`config.mk`:
```
export PLATFORM = sky130hd
export DESIGN_NAME = pru_recon
export DESIGN_NICKNAME = d
export VERILOG_FILES = /design/src/design/pru_pkg.sv /design/src/design/pru_recon.sv
export SDC_FILE = /design/constraint.sdc
export NUM_CORES = 1
export LEC_CHECK = 0
export ABC_CLOCK_PERIOD_IN_PS = 42600
export BUFFER_PORTS_ARGS = -buffer_cell sky130_fd_sc_hd__buf_2
export CORE_MARGIN = 2
export CORE_UTILIZATION = 39
export CTS_CLUSTER_SIZE = 12
export DETAILED_ROUTE_END_ITERATION = 16
export PLACE_DENSITY_LB_ADDON = 0.08
export REMOVE_ABC_BUFFERS = 1
export SLEW_MARGIN = 20
export SYNTH_ARGS = -nofsm -noshare
export SYNTH_HDL_FRONTEND = slang
export SYNTH_SLANG_ARGS = --single-unit
```
`constraint.sdc`:
```
create_clock -name clock -period 42.6 [get_ports clock]
set_clock_uncertainty 0.1 [all_clocks]
set_input_delay 6.39 -clock clock [delete_from_list [all_inputs] [get_ports clock]]
set_output_delay 6.39 -clock clock [all_outputs]
set_load 0.1 [all_outputs]
```
`src/design/pru_pkg.sv`:
```
`timescale 1ns / 1ps
// ----------------------------------------------------------------------------
// PNG row unfilter package
// Shared field widths, filter codes, register indexes and the item that moves
// from the request stage to the reconstruction stage.
// ----------------------------------------------------------------------------
package pru_pkg;

   localparam int DATA_W        = 8;
   localparam int COL_W         = 13;
   localparam int ROW_BYTES_W   = 14;
   localparam int PIXEL_BYTES_W = 4;
   localparam int CSR_INDEX_W   = 1;
   localparam int CSR_DATA_W    = 14;
   localparam int REQ_DATA_W    = 8;
   localparam int REQ_USER_W    = 1;
   localparam int RSP_DATA_W    = 24;
   localparam int RSP_PAD_W     = RSP_DATA_W - COL_W - DATA_W;

   typedef enum logic [2:0] {
      FILT_NONE  = 3'd0,
      FILT_SUB   = 3'd1,
      FILT_UP    = 3'd2,
      FILT_AVG   = 3'd3,
      FILT_PAETH = 3'd4
   } filter_type;

   typedef enum logic [CSR_INDEX_W-1:0] {
      CSR_ROW_BYTES   = 1'b0,
      CSR_PIXEL_BYTES = 1'b1
   } csr_index_type;

   typedef struct packed {
      logic [DATA_W-1:0] data;
      logic [COL_W-1:0]  column;
      filter_type        filter;
      logic              first_row;
      logic              has_left;
      logic              row_end;
   } item_type;

endpackage

```
`src/design/pru_recon.sv`:
```
`timescale 1ns / 1ps
// ----------------------------------------------------------------------------
// PNG row unfilter reconstruction stage
// Forms the predictor from the left, upper and upper-left bytes, adds it to
// the filtered byte and holds the result in the output register.
// ----------------------------------------------------------------------------
module pru_recon #(
   parameter int MAX_PIXEL_BYTES = 8
) (
   input  logic                               clock,
   input  logic                               reset,
   input  logic                               s1_valid,
   input  pru_pkg::item_type                  s1_item,
   input  logic [pru_pkg::DATA_W-1:0]         prior_byte,
   input  logic [pru_pkg::PIXEL_BYTES_W-1:0]  bpp,
   input  logic                               rsp_ready,
   output logic                               advance,
   output logic [pru_pkg::DATA_W-1:0]         wr_byte,
   output logic                               rsp_valid,
   output logic [pru_pkg::DATA_W-1:0]         rsp_pixel,
   output logic [pru_pkg::COL_W-1:0]          rsp_column,
   output logic                               rsp_last
);
   import pru_pkg::*;

   localparam int IDX_W = (MAX_PIXEL_BYTES > 1) ? $clog2(MAX_PIXEL_BYTES) : 1;

   logic [DATA_W-1:0] left_ff  [MAX_PIXEL_BYTES];
   logic [DATA_W-1:0] upper_ff [MAX_PIXEL_BYTES];
   logic              out_valid_ff;
   logic [DATA_W-1:0] out_pixel_ff;
   logic [COL_W-1:0]  out_column_ff;
   logic              out_last_ff;

   logic [IDX_W-1:0]  idx;
   logic [DATA_W-1:0] a, b, c;
   logic [DATA_W:0]   avg_sum;
   logic [DATA_W-1:0] da, db;
   logic [DATA_W+1:0] p_ab, p_cc, dc;
   logic [DATA_W-1:0] paeth;
   logic [DATA_W-1:0] pred;

   assign idx = IDX_W'(bpp - PIXEL_BYTES_W'(1));
   assign b   = s1_item.first_row ? '0 : prior_byte;
   assign a   = s1_item.has_left ? left_ff[idx]  : '0;
   assign c   = s1_item.has_left ? upper_ff[idx] : '0;

   // Paeth distances without forming p: |p-a| = |b-c|, |p-b| = |a-c|,
   // |p-c| = |a+b-2c|. Ties go to a, then b.
   always_comb begin
      da   = (b >= c) ? b - c : c - b;
      db   = (a >= c) ? a - c : c - a;
      p_ab = (DATA_W + 2)'(a) + (DATA_W + 2)'(b);
      p_cc = {1'b0, c, 1'b0};
      dc   = (p_ab >= p_cc) ? p_ab - p_cc : p_cc - p_ab;
      if (((DATA_W + 2)'(da) <= (DATA_W + 2)'(db)) && ((DATA_W + 2)'(da) <= dc)) begin
         paeth = a;
      end else if ((DATA_W + 2)'(db) <= dc) begin
         paeth = b;
      end else begin
         paeth = c;
      end
   end

   assign avg_sum = (DATA_W + 1)'(a) + (DATA_W + 1)'(b);

   always_comb begin
      case (s1_item.filter)
         FILT_SUB:   pred = a;
         FILT_UP:    pred = b;
         FILT_AVG:   pred = avg_sum[DATA_W:1];
         FILT_PAETH: pred = paeth;
         default:    pred = '0;
      endcase
   end

   assign wr_byte = s1_item.data + pred;
   assign advance = s1_valid && (!out_valid_ff || rsp_ready);

   // The windows are read only once this row has filled them up to the
   // pixel distance, so they need no clearing at a row start.
   always_ff @(posedge clock) begin
      if (reset) begin
         out_valid_ff <= 1'b0;
      end else if (advance) begin
         out_valid_ff <= 1'b1;
      end else if (rsp_ready) begin
         out_valid_ff <= 1'b0;
      end
      if (advance) begin
         for (int i = MAX_PIXEL_BYTES - 1; i > 0; i--) begin
            left_ff[i]  <= left_ff[i-1];
            upper_ff[i] <= upper_ff[i-1];
         end
         left_ff[0]    <= wr_byte;
         upper_ff[0]   <= b;
         out_pixel_ff  <= wr_byte;
         out_column_ff <= s1_item.column;
         out_last_ff   <= s1_item.row_end;
      end
   end

   assign rsp_valid  = out_valid_ff;
   assign rsp_pixel  = out_pixel_ff;
   assign rsp_column = out_column_ff;
   assign rsp_last   = out_last_ff;

endmodule

```
==> impl_metrics.py <==
metrics = {
    "outcome": {
        "status": "finished, final reports clean",
    },
    "route": {
        "drt-pass1-iter-count": 5,
        "routed_via_density": 5.43,
        "wl_mm": 22.7,
        "num_vias": 6268,
        "routedWlPerCell_microns": 19.7,
        "ant_nets": 0,
        "drt_iter0_drc": 366,
        "post-route-drc-count": 0,
    },
    "min_path": {
        "min_path_type": "flop to flop",
    },
    "placement": {
        "numPortBuffers": 73,
        "preCtsSetupSlack_ps": 18890,
        "hpwl_mm": 16.8,
        "place_area_sq_um": 9820,
        "gp_congestion": 0.998,
    },
    "timing": {
        "worst_slew_pin_slew_ps": 825,
        "setup-tns-final_ps": 0,
        "relSlewSlack": 0.446,
        "rsz0062_at_grt": "no",
        "fin_ws_ps": 18920,
        "final-setup-viol-count": 0,
        "fin_crit_ps": 23680,
        "slew_violations": 0,
        "fin_crit_sh": 0.556,
        "hold_violations": 0,
        "max_freq_ghz": 0.0422,
    },
    "synth": {
        "yosysTopAreaCell": "edfxtp_1",
        "synth_ff_type": "edfxtp_1",
        "synth.distinct_cells": 73,
        "syn_avg_cell_area_sq_um": 12.1,
        "async_reset_ff_frac": 0,
        "synthCells": 751,
        "synth_top_area_share": 0.469,
        "yosys_warnings": 0,
        "ys_top_cells_by_area": "edfxtp_1 47%, ha_1 11%, mux4_2 6.9%",
        "synth_seq_cells": 143,
        "syn-cell-area_sq_um": 9100,
        "ys_seq_area_frac": 0.471,
        "synth_edf_count": 142,
        "synth.most_common_cell": "edfxtp_1",
        "synthTopCellsByCount": "142 x edfxtp_1, 80 x ha_1, 69 x inv_1",
    },
    "worst_setup_path": {
        "critical_path_class": "input pin to output port",
        "crit_top_cell": "ha_1",
        "critPathCaptureType": "output port",
        "cp_max_fo": 40,
        "cp.arrival_ps": 17190,
        "cp_top_family": "compound AO/OA/AOI/OAI gates",
        "cp-start-kind": "input pin",
        "crit_path_max_incr_delay_ps": 510,
        "critPathSlowestCell": "buf_4",
        "required_ps": 36110,
        "cp_num_buf_inv": 5,
    },
    "global_routing": {
        "gr-usage-met2": 0.320,
        "grt_first_pass_wirelength_mm": 35.4,
        "grt.busiest_layer": "met2",
        "grt_usage": 0.191,
        "grtUsageMet3": 0.0260,
        "grt_max_degree": 144,
        "grt_pass1_vias": 6514,
        "gr-total-overflow": 0,
        "use_met1": 0.255,
        "antenna_found_initial": 0,
    },
    "clocking": {
        "post_cts_resized": 0,
        "cts_root_buf": "clkbuf_16",
        "clock_path_buffers": 2,
        "clkLatencyLatePin_ps": 420,
        "clock-sinks": 143,
        "holdBufCountCts": 0,
        "clk_pin_slew_ps": 60,
        "cts_buffers": 17,
        "post_cts_buffers": 0,
        "h-tree-depth": 4,
        "tritoncts": "built",
    },
    "floorplan": {
        "dieHeight_microns": 157,
        "start_util": 0.399,
        "rows": 55,
        "core-area_sq_um": 22800,
        "die_w_microns": 157,
        "ios": 75,
        "die_area_sq_um": 24600,
    },
    "finish": {
        "design_area_sq_um": 10500,
        "utilization": 0.459,
        "final_nets": 956,
        "regArea_sq_um": 4280,
        "multi_input_area_sq_um": 4440,
        "syn2layout_area_growth_pct": 14.9,
        "fillCellCount": 2109,
        "n_antenna_cell": 0,
        "layout-drive-gt1-share": 0.203,
    },
    "pwr": {
        "vdd_drop_max_uv": 40.0,
        "power_density_nw_per_um2": 62.1,
        "p_leak_uw": 0.00434,
    },
    "run": {
        "drv_cap": 0,
    },
}
## metal layers
layer | vias to the layer above | routed length, microns
met5 | - | 0
met4 | 0 | 446
met3 | 30 | 674
met2 | 124 | 11100
met1 | 3137 | 10500
li1 | 2977 | -
## path summary, 6_finish.rpt
check,start,endpoint,slack [ps],depth (start not counted)
hold / removal,left_ff[5][3],left_ff[6][3],350,0
setup / recovery,bpp[0],wr_byte[7],18920,41
hold reg to reg,left_ff[5][3],left_ff[6][3],350,0
setup reg to reg,left_ff[0][1],left_ff[0][7],32760,36
## flip-flops by register name (all words and copies together), names as in the netlist
register    flops
left_ff        64
rsp_column     13
rsp_last        1
rsp_valid       1
upper_ff       64
## area by class of cell
class | count | area share
Inverter | 69 | 0.0248
Clock inverter | 15 | 0.0199
Tap cell | 313 | 0.0375
Multi-Input combinational cell | 515 | 0.425
Clock buffer | 17 | 0.0407
Sequential cell | 143 | 0.410
Timing Repair Buffer | 82 | 0.0426
## worst register-to-register path, delay by kind of cell, from the launching register on
kind	cells	cell delay (ps)
AOI/OAI and AO/OA	15	3530
xor gates and xnor gates	5	1010
adders and majority gates	5	1580
buffers and inverters	1	260
DFF	1	440
muxes	3	1230
and+or+nand+nor	7	1440
## cell families after synthesis
family	Yosys count	share of synthesized area
compound gates	172	0.134
simple gates	169	0.0956
flops	143	0.471
buf+inv	93	0.0435
fa+ha+maj	86	0.122
mux	51	0.0964
xor+xnor	37	0.0380
## per-stage QoR
stage | hold WS, ps | std cells | total power (uW)
after floorplan | 317 | 727 | 414
after global placement | 327 | 1122 | 483
after detailed placement | 329 | 1122 | 491
after CTS | 347 | 1154 | 654
after global routing | 356 | 1154 | 690
final | 346 | 1154 | 649
## power by group
group | switching [uW] | internal, uW | leakage [uW]
combinational | 203 | 109 | 0.00264
sequential | 5.52 | 170 | 0.00139
clock | 61.7 | 99.2 | 0.000312
total | 270 | 379 | 0.00434
## cell usage in the layout, fill, tap and decap left out, drive strengths merged, types with 4 or more instances in the layout
cell	Yosys	final
mux4	28	28
buf	14	82
o21ai	22	22
nor3b	5	5
nor2	17	17
inv	69	75
a21oi	51	51
o21bai	5	5
mux2i	13	13
a31oi	5	5
nand2	68	68
o22ai	10	10
edfxtp	142	142
nor3	7	7
o221ai	14	14
a211oi	5	5
bufinv	0	4
a21o	20	20
a311o	4	4
o21a	5	5
nand3b	5	5
ha	80	80
and3	4	4
mux2	10	10
fa	5	5
nor2b	23	23
and2	4	4
nand3	8	8
xnor2	27	27
a22oi	7	7
xor2	9	9
clkinv	0	5
nand2b	14	14
clkbuf	10	17
No activity file was read; power rests on OpenSTA's default activity.
