### src/design/pru_pkg.sv
`timescale 1ns / 1ps
// ----------------------------------------------------------------------------
// PNG row unfilter package
// Shared field widths, filter codes, register indexes and the item that moves
// from the request stage to the reconstruction stage.
// ----------------------------------------------------------------------------
package pru_pkg;

   localparam int DATA_W        = 8;
   localparam int COL_W         = 13;
   localparam int ROW_BYTES_W   = 14;
   localparam int PIXEL_BYTES_W = 4;
   localparam int CSR_INDEX_W   = 1;
   localparam int CSR_DATA_W    = 14;
   localparam int REQ_DATA_W    = 8;
   localparam int REQ_USER_W    = 1;
   localparam int RSP_DATA_W    = 24;
   localparam int RSP_PAD_W     = RSP_DATA_W - COL_W - DATA_W;

   typedef enum logic [2:0] {
      FILT_NONE  = 3'd0,
      FILT_SUB   = 3'd1,
      FILT_UP    = 3'd2,
      FILT_AVG   = 3'd3,
      FILT_PAETH = 3'd4
   } filter_type;

   typedef enum logic [CSR_INDEX_W-1:0] {
      CSR_ROW_BYTES   = 1'b0,
      CSR_PIXEL_BYTES = 1'b1
   } csr_index_type;

   typedef struct packed {
      logic [DATA_W-1:0] data;
      logic [COL_W-1:0]  column;
      filter_type        filter;
      logic              first_row;
      logic              has_left;
      logic              row_end;
   } item_type;

endpackage

### src/design/pru_ctrl.sv
`timescale 1ns / 1ps
// ----------------------------------------------------------------------------
// PNG row unfilter request stage
// Holds the configuration registers, parses filter bytes, tracks the column
// and loads data bytes into the stage register while the line store is read.
// ----------------------------------------------------------------------------
module pru_ctrl #(
   parameter int MAX_ROW_BYTES   = 8192,
   parameter int MAX_PIXEL_BYTES = 8,
   localparam int ADDR_W = (MAX_ROW_BYTES > 1) ? $clog2(MAX_ROW_BYTES) : 1
) (
   input  logic                                clock,
   input  logic                                reset,
   input  logic                                csr_we,
   input  logic [pru_pkg::CSR_INDEX_W-1:0]     csr_index,
   input  logic [pru_pkg::CSR_DATA_W-1:0]      csr_wdata,
   input  logic                                req_valid,
   output logic                                req_ready,
   input  logic [pru_pkg::DATA_W-1:0]          req_data,
   input  logic                                req_start,
   input  logic                                advance,
   output logic                                s1_valid,
   output pru_pkg::item_type                   s1_item,
   output logic [ADDR_W-1:0]                   s1_addr,
   output logic                                rd_en,
   output logic [ADDR_W-1:0]                   rd_addr,
   output logic [pru_pkg::PIXEL_BYTES_W-1:0]   bpp
);
   import pru_pkg::*;

   localparam int LEN_W = $clog2(MAX_ROW_BYTES + 1);
   localparam int EXT_W = (LEN_W > ROW_BYTES_W) ? LEN_W : ROW_BYTES_W;
   localparam int HL_W  = (ADDR_W > PIXEL_BYTES_W) ? ADDR_W : PIXEL_BYTES_W;

   logic [ROW_BYTES_W-1:0]   row_bytes_ff;
   logic [PIXEL_BYTES_W-1:0] pixel_bytes_ff;
   logic [ADDR_W-1:0]        col_ff, col_in;
   filter_type               filter_ff, filter_in;
   logic                     expect_ff, expect_in;
   logic                     first_ff, first_in;
   logic                     s1_valid_ff, s1_valid_in;
   item_type                 s1_item_ff, s1_item_in;
   logic [ADDR_W-1:0]        s1_addr_ff, s1_addr_in;

   logic [EXT_W-1:0]  rb_ext;
   logic [LEN_W-1:0]  row_len;
   logic [LEN_W:0]    col_inc;
   logic              last_byte;
   logic              has_left;
   logic              fire;
   logic              is_filter;
   filter_type        filter_code;

   // Effective row length: zero acts as one, larger values saturate.
   always_comb begin
      rb_ext = EXT_W'(row_bytes_ff);
      if (rb_ext == '0) begin
         row_len = LEN_W'(1);
      end else if (rb_ext > EXT_W'(MAX_ROW_BYTES)) begin
         row_len = LEN_W'(MAX_ROW_BYTES);
      end else begin
         row_len = LEN_W'(rb_ext);
      end
   end

   always_comb begin
      if (pixel_bytes_ff == '0) begin
         bpp = PIXEL_BYTES_W'(1);
      end else if (pixel_bytes_ff > PIXEL_BYTES_W'(MAX_PIXEL_BYTES)) begin
         bpp = PIXEL_BYTES_W'(MAX_PIXEL_BYTES);
      end else begin
         bpp = pixel_bytes_ff;
      end
   end

   assign col_inc   = (LEN_W + 1)'(col_ff) + (LEN_W + 1)'(1);
   assign last_byte = col_inc >= (LEN_W + 1)'(row_len);
   assign has_left  = HL_W'(col_ff) >= HL_W'(bpp);

   // Filter types above Paeth are kept as None.
   assign filter_code = (req_data <= DATA_W'(FILT_PAETH)) ?
                        filter_type'(req_data[2:0]) : FILT_NONE;

   assign req_ready = !s1_valid_ff || advance;
   assign fire      = req_valid && req_ready;
   assign is_filter = req_start || expect_ff;
   assign rd_en     = fire && !is_filter;
   assign rd_addr   = col_ff;

   always_comb begin
      col_in      = col_ff;
      filter_in   = filter_ff;
      expect_in   = expect_ff;
      first_in    = first_ff;
      s1_valid_in = advance ? 1'b0 : s1_valid_ff;
      s1_item_in  = s1_item_ff;
      s1_addr_in  = s1_addr_ff;
      if (fire) begin
         if (is_filter) begin
            filter_in = filter_code;
            col_in    = '0;
            expect_in = 1'b0;
            if (req_start) begin
               first_in = 1'b1;
            end
         end else begin
            s1_valid_in          = 1'b1;
            s1_item_in.data      = req_data;
            s1_item_in.column    = COL_W'(col_ff);
            s1_item_in.filter    = filter_ff;
            s1_item_in.first_row = first_ff;
            s1_item_in.has_left  = has_left;
            s1_item_in.row_end   = last_byte;
            s1_addr_in           = col_ff;
            if (last_byte) begin
               col_in    = '0;
               expect_in = 1'b1;
               first_in  = 1'b0;
            end else begin
               col_in = col_ff + ADDR_W'(1);
            end
         end
      end
   end

   always_ff @(posedge clock) begin
      if (reset) begin
         row_bytes_ff   <= ROW_BYTES_W'(1);
         pixel_bytes_ff <= PIXEL_BYTES_W'(1);
         col_ff         <= '0;
         filter_ff      <= FILT_NONE;
         expect_ff      <= 1'b1;
         first_ff       <= 1'b1;
         s1_valid_ff    <= 1'b0;
      end else begin
         if (csr_we) begin
            case (csr_index)
               CSR_ROW_BYTES: begin
                  row_bytes_ff <= csr_wdata[ROW_BYTES_W-1:0];
               end
               CSR_PIXEL_BYTES: begin
                  pixel_bytes_ff <= csr_wdata[PIXEL_BYTES_W-1:0];
               end
               default: begin
               end
            endcase
         end
         col_ff      <= col_in;
         filter_ff   <= filter_in;
         expect_ff   <= expect_in;
         first_ff    <= first_in;
         s1_valid_ff <= s1_valid_in;
      end
      s1_item_ff <= s1_item_in;
      s1_addr_ff <= s1_addr_in;
   end

   assign s1_valid = s1_valid_ff;
   assign s1_item  = s1_item_ff;
   assign s1_addr  = s1_addr_ff;

endmodule

### config.mk
export PLATFORM = sky130hd
export DESIGN_NAME = pru_ctrl
export DESIGN_NICKNAME = d
export VERILOG_FILES = /design/src/design/pru_pkg.sv /design/src/design/pru_ctrl.sv
export SDC_FILE = /design/constraint.sdc
export NUM_CORES = 1
export LEC_CHECK = 0
export BUFFER_PORTS_ARGS = -buffer_cell sky130_fd_sc_hd__buf_4
export CORE_MARGIN = 5
export CORE_UTILIZATION = 45
export CTS_CLUSTER_DIAMETER = 60
export DETAILED_ROUTE_END_ITERATION = 10
export GPL_TIMING_DRIVEN = 0
export MAX_ROUTING_LAYER = met4
export PLACE_DENSITY = 0.71
export SYNTH_ARGS = -nofsm -noshare
export SYNTH_HDL_FRONTEND = slang
export SYNTH_SLANG_ARGS = --single-unit
### constraint.sdc
create_clock -name clock -period 5 [get_ports clock]
set_input_delay 0.5 -clock clock [delete_from_list [all_inputs] [get_ports clock]]
set_output_delay 0.5 -clock clock [all_outputs]
set_load 0.005 [all_outputs]
==> results.md <==
* Status: completed
* Final instance area at between 3000 and 4000 sq um
* Reg-to-reg startpoint: rd_addr[0]$_SDFFE_PP0P_
* Max-cap violations at 0
* Final-stage net count at around 440
* Global route total overflow at 0
* Pwr dens at 287 nW/um^2
* FF-to-FF End: rd_addr[2]$_SDFFE_PP0P_
* Slew Limit Fails at 0
* CTS tree: built
* Die footprint at about 8400 sq um
* Tot Pwr at between 0.001 and 0.0015 W
* Clock Path Buffers at 2
* Final worst slack at about 1.8 ns
* Clock transition at path regs at about 0.070 ns
* Final ANT Viol Nets at 0
* Post-synthesis cell type count at 44
* CP arrival at approximately 3.4 ns
* Max_slew headroom at 27.6%
* Min Tclk post-route at ~3.2 ns
* Total global-route track usage at between 15 and 20%
* Hold Crit Depth at 1
* CTS Buf Count at 9
* Synth-to-Final Area Change at 31.8%
* Syn. warnings at 0
* Cts hold-fix bufs at 0
* CP Launch Type: flop
* DP Cell Count at around 460
* Layout cells sized above 1 at 31.4%
* Final Hold Fails at 0
* First DRT Iteration DRCs at between 80 and 90
* Vias in the first global route at approximately 2300
* Most common cell after layout, fill and taps aside: buf_4
* Most frequent cells in the layout: buf_4 (100), nand2_1 (56), dfxtp_1 (37)
* Root Driver: clkbuf_8
* Required time of the critical path at about 5.3 ns
* Worst-Skew Late Latency at between 0.3 and 0.4 ns
* Hold WC Path Type: input port to flop
* Fmax at roughly 0.32 GHz
* Num rows at 29
* Hold wc startpoint: req_data[5]
* Syn Inst Count at 298
* Mapped Avg Cell Area at slightly above 10 sq um
* Critical path peak fanout at 10
* Largest net degree at the start of global routing at 30
* Placeable Area at around 6400 sq um
* Sum Neg Setup Slack at 0 ns
* DP Area at around 3800 sq um
* I/O pins at 89
* Slew @ Worst Pin at between 1 and 1.5 ns
* Max IR drop VDD at between 0.15 and 0.2 mV
* Synth Net Count at approximately 350
* Vias per cell at slightly above 5
* Setup CP Type: flop to flop
* Die H at 91.8 um
* Initial antenna violation count at 0
* Yosys reg bits at 64
* Tcrit/Tclk final at between 60% and 70%
* HPWL Detailed at between 5000 and 6000 um
* Footprint of the multi-input gates at 1260 sq um
* CTS sink cnt at between 60 and 70
* DRC at 0
* DIE WIDTH at a little over 90 um
* Primary FF master, synth: dfxtp_1
* Placer Congestion at 0.832
* Htree depth at 3
* Initial Utilization at between 40 and 50%
* Sequential share of the synthesized area at around 51%
* Post-place setup slack at around 1.8 ns
* Mapped Area at 3010 sq um
* Routed wire per std cell at roughly 15 um
* IO Port Bufs at 87
* First-pass GRT wire length at ~11000 um
* RSZ-0062 raised after global routing: no
* Final cell count without fillers at ~480
* Async SR Flop Fraction at 0%
* Pre-antenna DRT Iters at 4
* Hold path endpoint: s1_item[24]$_DFFE_PP_
* Max Clock Skew at 0.00610 ns
* Register area at 1550 sq um
* Leak pwr at ~1.7 nW
* Buffer count from post-CTS setup fixing at 0
* Via count at 2462
* R2R setup slack at 1.83 ns
* EDFF count, synth at 27
* Inserted Diodes at 0
* Detailed Route WL at roughly 7000 um
* Cts repair resizes at 0
* Crit. End Element: flop
* # setup viols final at 0
* Filler cells at 551
* R2R depth at 12
[worst max-delay path, cell delays in order, from the launching register on]
cell and delay (ns):
dfxtp_1 0.52, ha_1 0.32, nand3_2 0.16, nor2_1 0.25, nand3_1 0.12, xnor2_1 0.24
ha_1 0.28, nand4_2 0.12, o221ai_1 0.23, nor4_4 0.38, buf_6 0.20, o2111ai_1 0.14
o211ai_1 0.12
[stage by stage]
stage,hold WS (ns),utilization (%)
after CTS,0.321,61.8
final,0.341,61.8
after floorplan,0.409,-
after detailed placement,0.418,58.6
after global placement,0.414,58.6
after global routing,0.322,61.8
[flip-flops by register name, summed over array words and instances, names as in the netlist]
name            count
rb_ext             14
s1_item            14
first_ff            1
filter_ff           3
s1_valid            1
s1_addr            13
expect_ff           1
rd_addr            13
pixel_bytes_ff      4
[power by group]
group          internal, W  total [W]  switching [W]
Clock             0.000269   0.000457       0.000188
Sequential        0.000558   0.000567     0.00000904
Combinational    0.0000557   0.000115      0.0000595
Total             0.000883    0.00114       0.000257
[worst max-delay path by stage]
stage,end,from,slack (ns),cells after the start
after detailed placement,rd_addr[2]$_SDFFE_PP0P_,rd_addr[0]$_SDFFE_PP0P_,1.84,12
after global placement,rd_addr[2]$_SDFFE_PP0P_,rd_addr[0]$_SDFFE_PP0P_,1.90,12
final,rd_addr[2]$_SDFFE_PP0P_,rd_addr[0]$_SDFFE_PP0P_,1.83,12
after global routing,rd_addr[2]$_SDFFE_PP0P_,rd_addr[0]$_SDFFE_PP0P_,1.52,12
after CTS,rd_addr[2]$_SDFFE_PP0P_,rd_addr[0]$_SDFFE_PP0P_,1.82,12
after floorplan,rd_addr[2]$_SDFFE_PP0P_,rd_addr[0]$_SDFFE_PP0P_,2.33,12
[final cells by class]
type                       count  share of cell area, %
buffer                        25                   4.07
clock buffer                  13                   4.25
clock inverter                 3                  0.977
inverter                      10                  0.945
multi-input combinational    199                   31.8
sequential                    64                   39.1
tap                           77                   2.43
timing repair buffer          87                   16.5
[kinds of logic after synthesis]
logic type,synth area share (%)
AOI/OAI and AO/OA,12.3
xor gates and xnor gates,3.45
DFF,51.5
buffers and inverters,6.60
and+or+nand+nor,18.2
adders and majority gates,7.89
[layer usage]
layer  routed length [um]  track usage, %  vias to the layer above  part of all wire [%]
li1                     -               -                     1257                     -
met1                 3030            21.2                     1125                    43
met2                 3390            27.6                       69                    49
met3                  446            3.44                       11                   6.4
met4                  106            8.91                        0                   1.5
met5                    0               -                        -                     0
[cell usage after synthesis (all sizes together) (2+ instances only)]
library cell / n / area share, %
nand2: 56 / 7.0
dfxtp: 37 / 25
a21oi: 27 / 4.5
edfxtp: 27 / 27
buf: 20 / 4.7
ha: 19 / 7.9
nor2: 19 / 2.4
a32o: 10 / 3.3
inv: 10 / 1.2
nand3: 9 / 1.7
nand4: 7 / 1.7
nor4: 6 / 1.7
xor2: 6 / 2.0
clkbuf: 5 / 0.62
xnor2: 5 / 1.5
nand2b: 4 / 0.83
o211ai: 4 / 1.0
o21ai: 4 / 0.66
nor3: 3 / 0.66
a211o: 2 / 0.58
a22oi: 2 / 0.50
and3: 2 / 0.42
nor2b: 2 / 0.42
Power figures use the tool's default switching activity.
